==> config.mk <==
export PLATFORM = sky130hd
export DESIGN_NAME = light_rise_occupancy_detector_top
export DESIGN_NICKNAME = d
export VERILOG_FILES = /design/src/rtl/lrod_pkg.sv /design/src/rtl/light_rise_occupancy_detector_top.sv /design/src/rtl/lrod_cfg_regs.sv /design/src/rtl/lrod_core.sv /design/src/rtl/lrod_out_reg.sv
export SDC_FILE = /design/constraint.sdc
export NUM_CORES = 1
export LEC_CHECK = 0
export BUFFER_PORTS_ARGS = -buffer_cell sky130_fd_sc_hd__buf_2
export CAP_MARGIN = 10
export CORE_MARGIN = 3
export CORE_UTILIZATION = 55
export CTS_CLUSTER_DIAMETER = 80
export DETAILED_ROUTE_END_ITERATION = 10
export GPL_ROUTABILITY_DRIVEN = 0
export PLACE_DENSITY = 0.72
export SYNTH_ARGS = -nofsm -noshare
export SYNTH_HDL_FRONTEND = slang
export SYNTH_SLANG_ARGS = --single-unit
export TNS_END_PERCENT = 10
==> constraint.sdc <==
create_clock -name clk -period 7.8 [get_ports clk]
set_input_delay 0.39 -clock clk [delete_from_list [all_inputs] [get_ports clk]]
set_output_delay 0.39 -clock clk [all_outputs]
set_load 0.02 [all_outputs]
==> src/rtl/lrod_pkg.sv <==
// shared types and constants for the light rise occupancy detector
package lrod_pkg;

  localparam int unsigned LEVEL_W = 8;
  localparam int unsigned EPS_W = 7;
  localparam int unsigned CFG_IDX_W = 3;
  localparam int unsigned CFG_DATA_W = 8;

  localparam logic [CFG_IDX_W-1:0] CFG_NOISE_EPSILON = 3'd0;
  localparam logic [CFG_IDX_W-1:0] CFG_SLOT_MEAN = 3'd1;
  localparam logic [CFG_IDX_W-1:0] CFG_LONG_TERM_MIN = 3'd2;
  localparam logic [CFG_IDX_W-1:0] CFG_LONG_TERM_MAX = 3'd3;
  localparam logic [CFG_IDX_W-1:0] CFG_DEFAULT_THRESHOLD = 3'd4;

  localparam logic [LEVEL_W-1:0] UNSET_MARK = 8'hff;
  localparam logic [LEVEL_W-1:0] STEADY_SAT = 8'd255;
  localparam logic [LEVEL_W-1:0] STEADY_FOR_ARTIFICIAL = 8'd30;
  localparam logic [LEVEL_W-1:0] STEADY_BEFORE_ON = 8'd3;
  localparam logic [LEVEL_W-1:0] STEADY_WITH_ON = 8'd3;

  typedef enum logic [1:0] {
    OCC_VACANT = 2'd0,
    OCC_HINT = 2'd1,
    OCC_LIKELY = 2'd2
  } occ_t;

  typedef struct packed {
    logic [EPS_W-1:0]   noise_epsilon;
    logic [LEVEL_W-1:0] slot_mean;
    logic [LEVEL_W-1:0] long_term_min;
    logic [LEVEL_W-1:0] long_term_max;
    logic [LEVEL_W-1:0] base_threshold;
  } cfg_t;

endpackage

==> src/rtl/light_rise_occupancy_detector_top.sv <==
// top level of the light rise occupancy detector
// Takes one light level word per cycle while in_stall is low and returns one
// occupancy word for each. A word accepted at one clock edge is classified in
// the input register, where the state update also happens; its result is then
// registered in the result register, held there until the receiver takes it.
// With the output not stalled a result can be taken every cycle, and a new word
// is taken in as the last one leaves the input register, as previous level,
// steady count and pending flag are updated at that same edge. Configuration
// writes are always ready and take effect on the next cycle; write them only
// while no sample is in flight. Writes to indexes above 4 are ignored.
module light_rise_occupancy_detector_top (
  input  logic                            clk,
  input  logic                            rst,
  input  logic                            cfg_valid,
  output logic                            cfg_ready,
  input  logic [lrod_pkg::CFG_IDX_W-1:0]  cfg_index,
  input  logic [lrod_pkg::CFG_DATA_W-1:0] cfg_data,
  input  logic                            in_valid,
  output logic                            in_stall,
  input  logic [lrod_pkg::LEVEL_W-1:0]    light_level,
  output logic                            out_valid,
  input  logic                            out_stall,
  output logic [1:0]                      occupancy
);
  import lrod_pkg::*;

  cfg_t cfg;
  logic res_valid;
  logic res_stall;
  occ_t res_occ;

  lrod_cfg_regs u_cfg (
    .clk       (clk),
    .rst       (rst),
    .cfg_valid (cfg_valid),
    .cfg_ready (cfg_ready),
    .cfg_index (cfg_index),
    .cfg_data  (cfg_data),
    .cfg       (cfg)
  );

  lrod_core u_core (
    .clk         (clk),
    .rst         (rst),
    .cfg         (cfg),
    .in_valid    (in_valid),
    .in_stall    (in_stall),
    .light_level (light_level),
    .res_valid   (res_valid),
    .res_stall   (res_stall),
    .res_occ     (res_occ)
  );

  lrod_out_reg u_out (
    .clk       (clk),
    .rst       (rst),
    .res_valid (res_valid),
    .res_stall (res_stall),
    .res_occ   (res_occ),
    .out_valid (out_valid),
    .out_stall (out_stall),
    .occupancy (occupancy)
  );

endmodule

==> src/rtl/lrod_cfg_regs.sv <==
// configuration register file
module lrod_cfg_regs (
  input  logic                           clk,
  input  logic                           rst,
  input  logic                           cfg_valid,
  output logic                           cfg_ready,
  input  logic [lrod_pkg::CFG_IDX_W-1:0]  cfg_index,
  input  logic [lrod_pkg::CFG_DATA_W-1:0] cfg_data,
  output lrod_pkg::cfg_t                 cfg
);
  import lrod_pkg::*;

  assign cfg_ready = 1'b1;

  always_ff @(posedge clk) begin
    if (rst) begin
      cfg.noise_epsilon <= 7'd4;
      cfg.slot_mean <= 8'd255;
      cfg.long_term_min <= 8'd255;
      cfg.long_term_max <= 8'd255;
      cfg.base_threshold <= 8'd16;
    end else if (cfg_valid && cfg_ready) begin
      case (cfg_index)
        CFG_NOISE_EPSILON: cfg.noise_epsilon <= cfg_data[EPS_W-1:0];
        CFG_SLOT_MEAN: cfg.slot_mean <= cfg_data;
        CFG_LONG_TERM_MIN: cfg.long_term_min <= cfg_data;
        CFG_LONG_TERM_MAX: cfg.long_term_max <= cfg_data;
        CFG_DEFAULT_THRESHOLD: cfg.base_threshold <= cfg_data;
        default: ;
      endcase
    end
  end

endmodule

==> src/rtl/lrod_core.sv <==
// input register, detector state and the per-sample classification
module lrod_core (
  input  logic                         clk,
  input  logic                         rst,
  input  lrod_pkg::cfg_t               cfg,
  input  logic                         in_valid,
  output logic                         in_stall,
  input  logic [lrod_pkg::LEVEL_W-1:0] light_level,
  output logic                         res_valid,
  input  logic                         res_stall,
  output lrod_pkg::occ_t               res_occ
);
  import lrod_pkg::*;

  logic               s1_valid;
  logic [LEVEL_W-1:0] s1_level;
  logic               advance;

  logic [LEVEL_W-1:0] previous_level;
  logic [LEVEL_W-1:0] steady_count;
  logic               probable_waiting;
  logic [LEVEL_W-1:0] steady_count_next;
  logic               probable_waiting_next;

  logic [LEVEL_W-1:0] eps;
  logic [LEVEL_W-1:0] lo;
  logic [LEVEL_W-1:0] hi;
  logic [LEVEL_W-1:0] rise;
  logic [LEVEL_W-1:0] fall;
  logic               steady;
  logic               usable;
  logic [LEVEL_W-1:0] min_rise;
  logic [LEVEL_W-1:0] range_w;
  logic [LEVEL_W-1:0] margin_w;
  logic [LEVEL_W-1:0] margin;
  logic [LEVEL_W-1:0] thr_l;
  logic [LEVEL_W-1:0] thr_h;
  logic [LEVEL_W-1:0] below;
  logic [LEVEL_W-1:0] above;
  logic [LEVEL_W-1:0] max_dist;
  logic [LEVEL_W-1:0] mean_gap;

  assign advance = s1_valid && !res_stall;
  assign in_stall = s1_valid && res_stall;
  assign res_valid = s1_valid;

  always_ff @(posedge clk) begin
    if (rst) begin
      s1_valid <= 1'b0;
    end else if (in_valid && !in_stall) begin
      s1_valid <= 1'b1;
    end else if (advance) begin
      s1_valid <= 1'b0;
    end
  end

  always_ff @(posedge clk) begin
    if (in_valid && !in_stall) begin
      s1_level <= light_level;
    end
  end

  always_ff @(posedge clk) begin
    if (rst) begin
      previous_level <= '0;
      steady_count <= '0;
      probable_waiting <= 1'b0;
    end else if (advance) begin
      previous_level <= s1_level;
      steady_count <= steady_count_next;
      probable_waiting <= probable_waiting_next;
    end
  end

  always_comb begin
    eps = {1'b0, cfg.noise_epsilon};
    lo = (cfg.long_term_min == UNSET_MARK) ? eps : cfg.long_term_min;
    hi = (cfg.long_term_max == UNSET_MARK) ? UNSET_MARK - eps : cfg.long_term_max;
    rise = s1_level - previous_level;
    fall = previous_level - s1_level;
    steady = rise < eps;
    usable = (cfg.slot_mean != UNSET_MARK) && (cfg.slot_mean > lo);
    min_rise = usable ? ((cfg.slot_mean - lo) >> 1) : (cfg.base_threshold >> 1);
    range_w = hi - lo;
    margin_w = range_w >> 1;
    margin = margin_w >> 2;
    thr_l = lo + margin;
    thr_h = hi - margin_w;
    below = cfg.slot_mean - lo;
    above = hi - cfg.slot_mean;
    max_dist = ((below < above) ? below : above) >> 1;
    mean_gap = (s1_level > cfg.slot_mean) ? s1_level - cfg.slot_mean
                                          : cfg.slot_mean - s1_level;

    res_occ = OCC_VACANT;
    steady_count_next = steady_count;
    probable_waiting_next = probable_waiting;

    if (s1_level < previous_level) begin
      if (fall >= eps) begin
        steady_count_next = '0;
        probable_waiting_next = 1'b0;
      end else if (steady_count < STEADY_SAT) begin
        steady_count_next = steady_count + 8'd1;
      end
    end else begin
      if (!steady) begin
        steady_count_next = '0;
      end else if (steady_count < STEADY_SAT) begin
        steady_count_next = steady_count + 8'd1;
      end

      if (probable_waiting) begin
        if (steady_count_next >= STEADY_WITH_ON) begin
          res_occ = OCC_LIKELY;
          probable_waiting_next = 1'b0;
        end
      end else if (!steady && steady_count >= STEADY_BEFORE_ON) begin
        if (rise >= min_rise) begin
          if (previous_level > lo || steady_count < STEADY_SAT) begin
            res_occ = OCC_LIKELY;
            probable_waiting_next = 1'b0;
          end else begin
            res_occ = OCC_HINT;
            probable_waiting_next = 1'b1;
          end
        end
      end else if (steady_count_next >= STEADY_FOR_ARTIFICIAL && lo < cfg.slot_mean
                   && cfg.slot_mean < hi) begin
        if (range_w > {cfg.noise_epsilon, 1'b0}) begin
          if (s1_level > thr_l && s1_level < thr_h && mean_gap <= max_dist) begin
            res_occ = OCC_HINT;
          end
        end
      end
    end
  end

endmodule

==> src/rtl/lrod_out_reg.sv <==
// result register between the core and the output channel
module lrod_out_reg (
  input  logic           clk,
  input  logic           rst,
  input  logic           res_valid,
  output logic           res_stall,
  input  lrod_pkg::occ_t res_occ,
  output logic           out_valid,
  input  logic           out_stall,
  output logic [1:0]     occupancy
);
  import lrod_pkg::*;

  assign res_stall = out_valid && out_stall;

  always_ff @(posedge clk) begin
    if (rst) begin
      out_valid <= 1'b0;
    end else if (!res_stall) begin
      out_valid <= res_valid;
    end
  end

  always_ff @(posedge clk) begin
    if (!res_stall && res_valid) begin
      occupancy <= res_occ;
    end
  end

endmodule

==> results.toml, run 1 <==
[outcome]
outcome = "finished clean"

[yosys]
yosysUniqueCellTypes = 72
synth-edff-count = 10
yosysTopAreaCell = "ha_1"
ys.flop_type = "dfxtp_1"
synthesis.nets = 1056
synth_commonest_cells = "ha_1 (123), nand2_1 (98), a21oi_1 (81), inv_1 (71), dfxtp_1 (57)"
syn_area_um2 = 7280
synthTopCellsByArea = "ha_1 (21%), dfxtp_1 (16%), a21oi_1 (5.6%), nand2_1 (5.1%), edfxtp_1 (4.1%)"
synthCells = 902
ys_seq_area_frac = 0.198
syn_avg_cell_area_um2 = 8.07
synth-async-reset-ratio = 0
yosysMostFrequentCell = "ha_1"
synthDominantCellAreaShare = 0.211
ys_ff_latch = 67
yosys_warnings = 0

[grt]
met3_usage = 0.0396
grtUsageTotal = 0.284
grt_overflow = 0
busiest_layer = "met1"
grt_max_degree = 58
grt.met1_usage = 0.422
grt_pass1_vias = 6065
grt_pass1_wl_um = 32400
use_met2 = 0.413
antenna_found_initial = 0

[die]
start_util = 0.570
core_area_um2 = 12800
die_width_um = 121
io_pins = 29
fp.dieArea_um2 = 14600
die_h_um = 121
fp-row-count = 41

[cts]
cts_root_buffer = "clkbuf_16"
clkLatencyLatePin_ns = 0.33
cts_max_level = 3
postCtsSetupBuffers = 0
clock_path_buffers = 2
cts_buffers = 9
cts-hold-fix-buffers = 0
cts-resized-gates = 0
clk_pin_slew_ns = 0.05
cts_tree = "built"
cts_sinks = 67

[finish]
stdcell_count = 1086
num-fill-cells = 1158
finalNetCount = 1063
area_growth_pct = 7.08
final-seq-area_um2 = 1440
multiInputGateArea_um2 = 5430
antenna_cells = 0
final_layout_size_suffix_gt1_frac = 0.0700

[critical_path]
crit_fanout = 7
slowest_delay_ns = 0.77
worstSetupPathType = "reg -> reg"
start_kind = "flip-flop"
cp-end-kind = "flip-flop"
crit_required_ns = 7.97
reg2reg_depth = 28
cpMostUsedCell = "ha_1"
slowest_stage = "o41ai_1"
arrival_ns = 6.42

[timing]
fmax_mhz = 160
tns_ns = 0
fin_crit_sh = 0.802
worstMarginPinSlew_ns = 1.07
finalMaxSlewViolations = 0
rsz0062_at_grt = "false"
hold_viol_final = 0
fin_skew_ns = 0.00738
finalCriticalPeriod_ns = 6.25
slew_headroom = 0.279
setup_violations = 0

[min_path]
hold_path.class = "in -> reg"
whs_path_depth = 1

[routing]
first_pass_iters = 5
drt_iter0_drc = 707
detailroute.via_count = 6735
wire_per_inst_um = 18.9
ant_nets = 0
drc = 0
via_per_inst = 6.20
routed_wirelength_um = 20500

[place]
place_inst = 1070
hpwl_um = 16400
port_buffers = 27

[power]
power.leakage_nw = 3.47
vdd.ir_drop.worst_mv = 0.183
cellPowerDensity_nw_per_um2 = 230

[run]
drv_cap = 0
state kept, by name (all words and copies together), names as in the netlist:
signal,count
u_cfg.cfg,38
u_core.previous_level,8
u_core.s1_level,8
u_core.steady_count,8
u_out.occupancy,2
u_core.probable_waiting,1
u_core.res_valid,1
u_out.out_valid,1
placed cells by master, fill, tap and decap left out, drive strengths merged, types with 14 or more instances in the layout:
cell type / n
ha: 123
nand2: 98
a21oi: 82
inv: 74
dfxtp: 57
nor2: 52
o21ai: 39
xnor2: 34
buf: 27
xor2: 22
nand4: 22
nor2b: 21
a21o: 20
a211o: 18
mux2i: 16
nor3: 14
per-layer routing:
layer | part of all wire | routed length, um | vias up
li1 | - | - | 3252
met5 | 0 | 0 | -
met3 | 0.082 | 1680 | 59
met2 | 0.42 | 8650 | 297
met1 | 0.46 | 9410 | 3127
met4 | 0.037 | 749 | 0
area by class of cell:
cell class / instances / share of cell area
tap: 172 / 0.0276
clock inverter: 3 / 0.00514
inverter: 74 / 0.0356
timing repair buffer: 27 / 0.0173
clock buffer: 13 / 0.0321
sequential: 67 / 0.185
multi-input combinational: 730 / 0.697
cells by family (layout without fill, tap and decap cells):
logic type      Yosys count  in the layout  synth area share
compound gates          243            243             0.225
xor+xnor                 56             56            0.0674
fa+ha+maj               133            133             0.235
buf+inv                 105            117            0.0554
flops                    67             67             0.198
mux                      22             22            0.0318
other cells               1              1          0.000515
simple gates            275            275             0.187
through the flow:
| step | utilization | cell area [um2] | hold slack (ns) | setup WS [ns] | total power, mW |
|---|---|---|---|---|---|
| after floorplan | - | 7280 | 0.436 | 2.38 | 1.16 |
| after CTS | 0.610 | 7790 | 0.230 | 1.65 | 1.78 |
| after global routing | 0.610 | 7790 | 0.228 | 0.998 | 1.94 |
| after detailed placement | 0.587 | 7500 | 0.478 | 1.70 | 1.38 |
| after global placement | 0.587 | 7500 | 0.474 | 1.93 | 1.37 |
| final | 0.610 | 7790 | 0.238 | 1.55 | 1.79 |
worst max-delay path: cells and delay by family (launching register included):
kind / cells / cell delay (ns)
AND/OR/NAND/NOR: 9 / 1.28
XOR/XNOR: 1 / 0.31
flip-flops: 1 / 0.39
AO/OA/AOI/OAI: 10 / 2.41
multiplexers: 1 / 0.28
buffers and inverters: 2 / 0.32
adder cells (fa/ha/maj): 5 / 1.11
where the power goes:
part | internal (mW) | switching (mW)
logic | 0.438 | 0.573
clock network | 0.255 | 0.138
registers | 0.363 | 0.0223
total | 1.06 | 0.733
final timing paths:
path,from,end,slack (ns)
worst max register to register,u_cfg.cfg[23],u_out.occupancy[0],1.55
worst min register to register,u_cfg.cfg[12],u_cfg.cfg[12],0.50
worst min-delay path,light_level[2],u_core.s1_level[2],0.24
worst max-delay path,u_cfg.cfg[23],u_out.occupancy[0],1.55
Note: power is estimated with default switching activity, not from simulation.
==> run 2, diff against run 1 <==
clock period = 5.9 ns   (was 7.8 ns; I/O delays follow)
==> run 2 against run 1 <==
- setup slack got worse by 1.2 ns
- largest power group unchanged
- wire length is essentially flat
- non-clock buffer count is 21 higher
- utilization up 1.9 points
- die area unchanged
- largest cell class unchanged
- fmax rose by 12%
==> results.toml, run 2 (synthesis gave the netlist of run 1 again) <==
[grt]
antenna_found_initial = 0
grt_pass1_wl_um = 32400
grt_max_degree = 58
grt_overflow = 0
grt_pass1_vias = 6211
grtUsageTotal = 0.282

[cts]
clock_path_buffers = 2
cts-hold-fix-buffers = 0
clkLatencyLatePin_ns = 0.33
cts_max_level = 3
cts_root_buffer = "clkbuf_16"
clk_pin_slew_ns = 0.06
cts_buffers = 9
cts_tree = "built"
cts_sinks = 67

[finish]
largest_reg_flops = 38
largest_register = "u_cfg.cfg"
final_layout_size_suffix_gt1_frac = 0.106
antenna_cells = 0
stdcell_count = 1107
post-route-util = 0.630
layout_common_cells = "ha_1 (121), nand2_1 (98), a21oi_1 (78)"
layout_commonest_cell = "ha_1"
area_growth_pct = 10.5
finalNetCount = 1084
num-fill-cells = 1145
final_cell_area_um2 = 8040

[routing]
first_pass_iters = 5
routed_wirelength_um = 20500
via_per_inst = 6.08
ant_nets = 0
wire_per_inst_um = 18.5
detailroute.via_count = 6732
drc = 0
drt_iter0_drc = 497

[die]
core_area_um2 = 12800
io_pins = 29
die_h_um = 121
fp-row-count = 41
die_width_um = 121
start_util = 0.570
fp.dieArea_um2 = 14600

[timing]
fin_skew_ns = 0.00744
fin_crit_sh = 0.945
finalMaxSlewViolations = 0
slew_headroom = 0.304
setup_violations = 0
whs_ns = 0.131
finalCriticalPeriod_ns = 5.58
fmax_mhz = 179
hold_viol_final = 0
worstMarginPinSlew_ns = 1.04
tns_ns = 0

[critical_path]
crit_end = "u_out.occupancy[0]"
reg2reg_depth = 27
worstReg2RegStart = "u_cfg.cfg[23]"
worstSetupPathType = "reg -> reg"
start_kind = "flip-flop"
setup.worst_path.start = "u_cfg.cfg[23]"
crit_fanout = 4
r2r_end = "u_out.occupancy[0]"
r2r_setup_slack_ns = 0.32
crit_required_ns = 6.08
cp-end-kind = "flip-flop"
arrival_ns = 5.75

[power]
power.leakage_nw = 3.58
vdd.ir_drop.worst_mv = 0.344
combPwrFrac = 0.568
p_int_mw = 1.47
clockPowerShare = 0.228
sequentialPowerShare = 0.204
sw_frac_of_total = 0.404
p_sw_mw = 1.00
cellPowerDensity_nw_per_um2 = 308

[outcome]
outcome = "finished clean"

[run]
drv_cap = 0

[place]
placed_area_um2 = 7660
port_buffers = 27
hpwl_um = 16300
place_inst = 1091

[min_path]
hold_path.class = "in -> reg"
==> run 2: changes by cell type in the layout (fill, tap and decap cells not counted), sizes merged <==
cell / delta
buf: +21
clkbuf: -4
clkinvlp: +2
bufinv: +1
clkinv: +1
==> run 2: cell type report <==
cell class	instances	area (um2)	area share
Multi-Input combinational cell	730	5500	0.683
Sequential cell	67	1440	0.179
Timing Repair Buffer	48	293	0.0364
Inverter	74	278	0.0345
Clock buffer	9	225	0.0280
Tap cell	172	215	0.0268
Clock inverter	7	92.6	0.0115
==> run 2: per-stage QoR <==
step                power, mW  setup slack [ns]
global route             2.67           -0.0900
detailed placement       1.86             0.219
CTS                      2.43             0.166
global placement         1.84             0.385
floorplan                1.53             0.476
finish                   2.48             0.322
==> run 2: metal layers <==
layer	vias to the layer above	track usage	share of wire
li1	3296	-	-
met1	3140	0.399	0.46
met2	249	0.431	0.43
met3	47	0.0410	0.074
met4	0	0.115	0.034
met5	-	0	0
==> run 2: worst min path at each step <==
stage | startpoint | slack, ns | cells after the start | endpoint
detailed placement | light_level[7] | 0.47 | 1 | u_core.s1_level[7]
global route | light_level[6] | 0.13 | 1 | u_core.s1_level[6]
CTS | light_level[4] | 0.13 | 1 | u_core.s1_level[4]
floorplan | light_level[0] | 0.39 | 0 | u_core.s1_level[0]
finish | light_level[4] | 0.13 | 1 | u_core.s1_level[4]
global placement | light_level[6] | 0.47 | 1 | u_core.s1_level[6]
==> run 2: power groups by stage <==
stage                     Clock [mW]  Combinational [mW]  Sequential, mW
after floorplan                    0                1.02           0.505
after global placement             0                1.33           0.513
after detailed placement           0                1.34           0.513
after CTS                      0.570                1.35           0.504
after global routing           0.588                1.57           0.506
final                          0.565                1.41           0.505
==> run 2: critical path, stage by stage, from the launching register on <==
cell	delay, ns
dfxtp_1	0.38
nand4_2	0.13
o41ai_1	0.32
buf_4	0.19
inv_1	0.04
ha_1	0.21
fa_2	0.39
o211ai_1	0.16
nand2_1	0.09
o21ai_0	0.07
a21oi_1	0.08
o21bai_1	0.15
a21oi_1	0.13
xnor2_2	0.27
ha_4	0.27
or2_2	0.31
a21oi_2	0.16
a211oi_1	0.08
xor2_1	0.16
ha_1	0.31
nand4_1	0.10
nor2_1	0.06
nor3_1	0.13
o221ai_1	0.13
or4_1	0.53
nor4_2	0.27
a41oi_1	0.15
nor3_1	0.14
==> run 2: timing repair <==
| action | 4_1_cts | 5_1_grt |
|---|---|---|
| setup buffers | 0 | 0 |
| setup endpoints to repair | 0 | 1 |
| resized for setup | 0 | 13 |
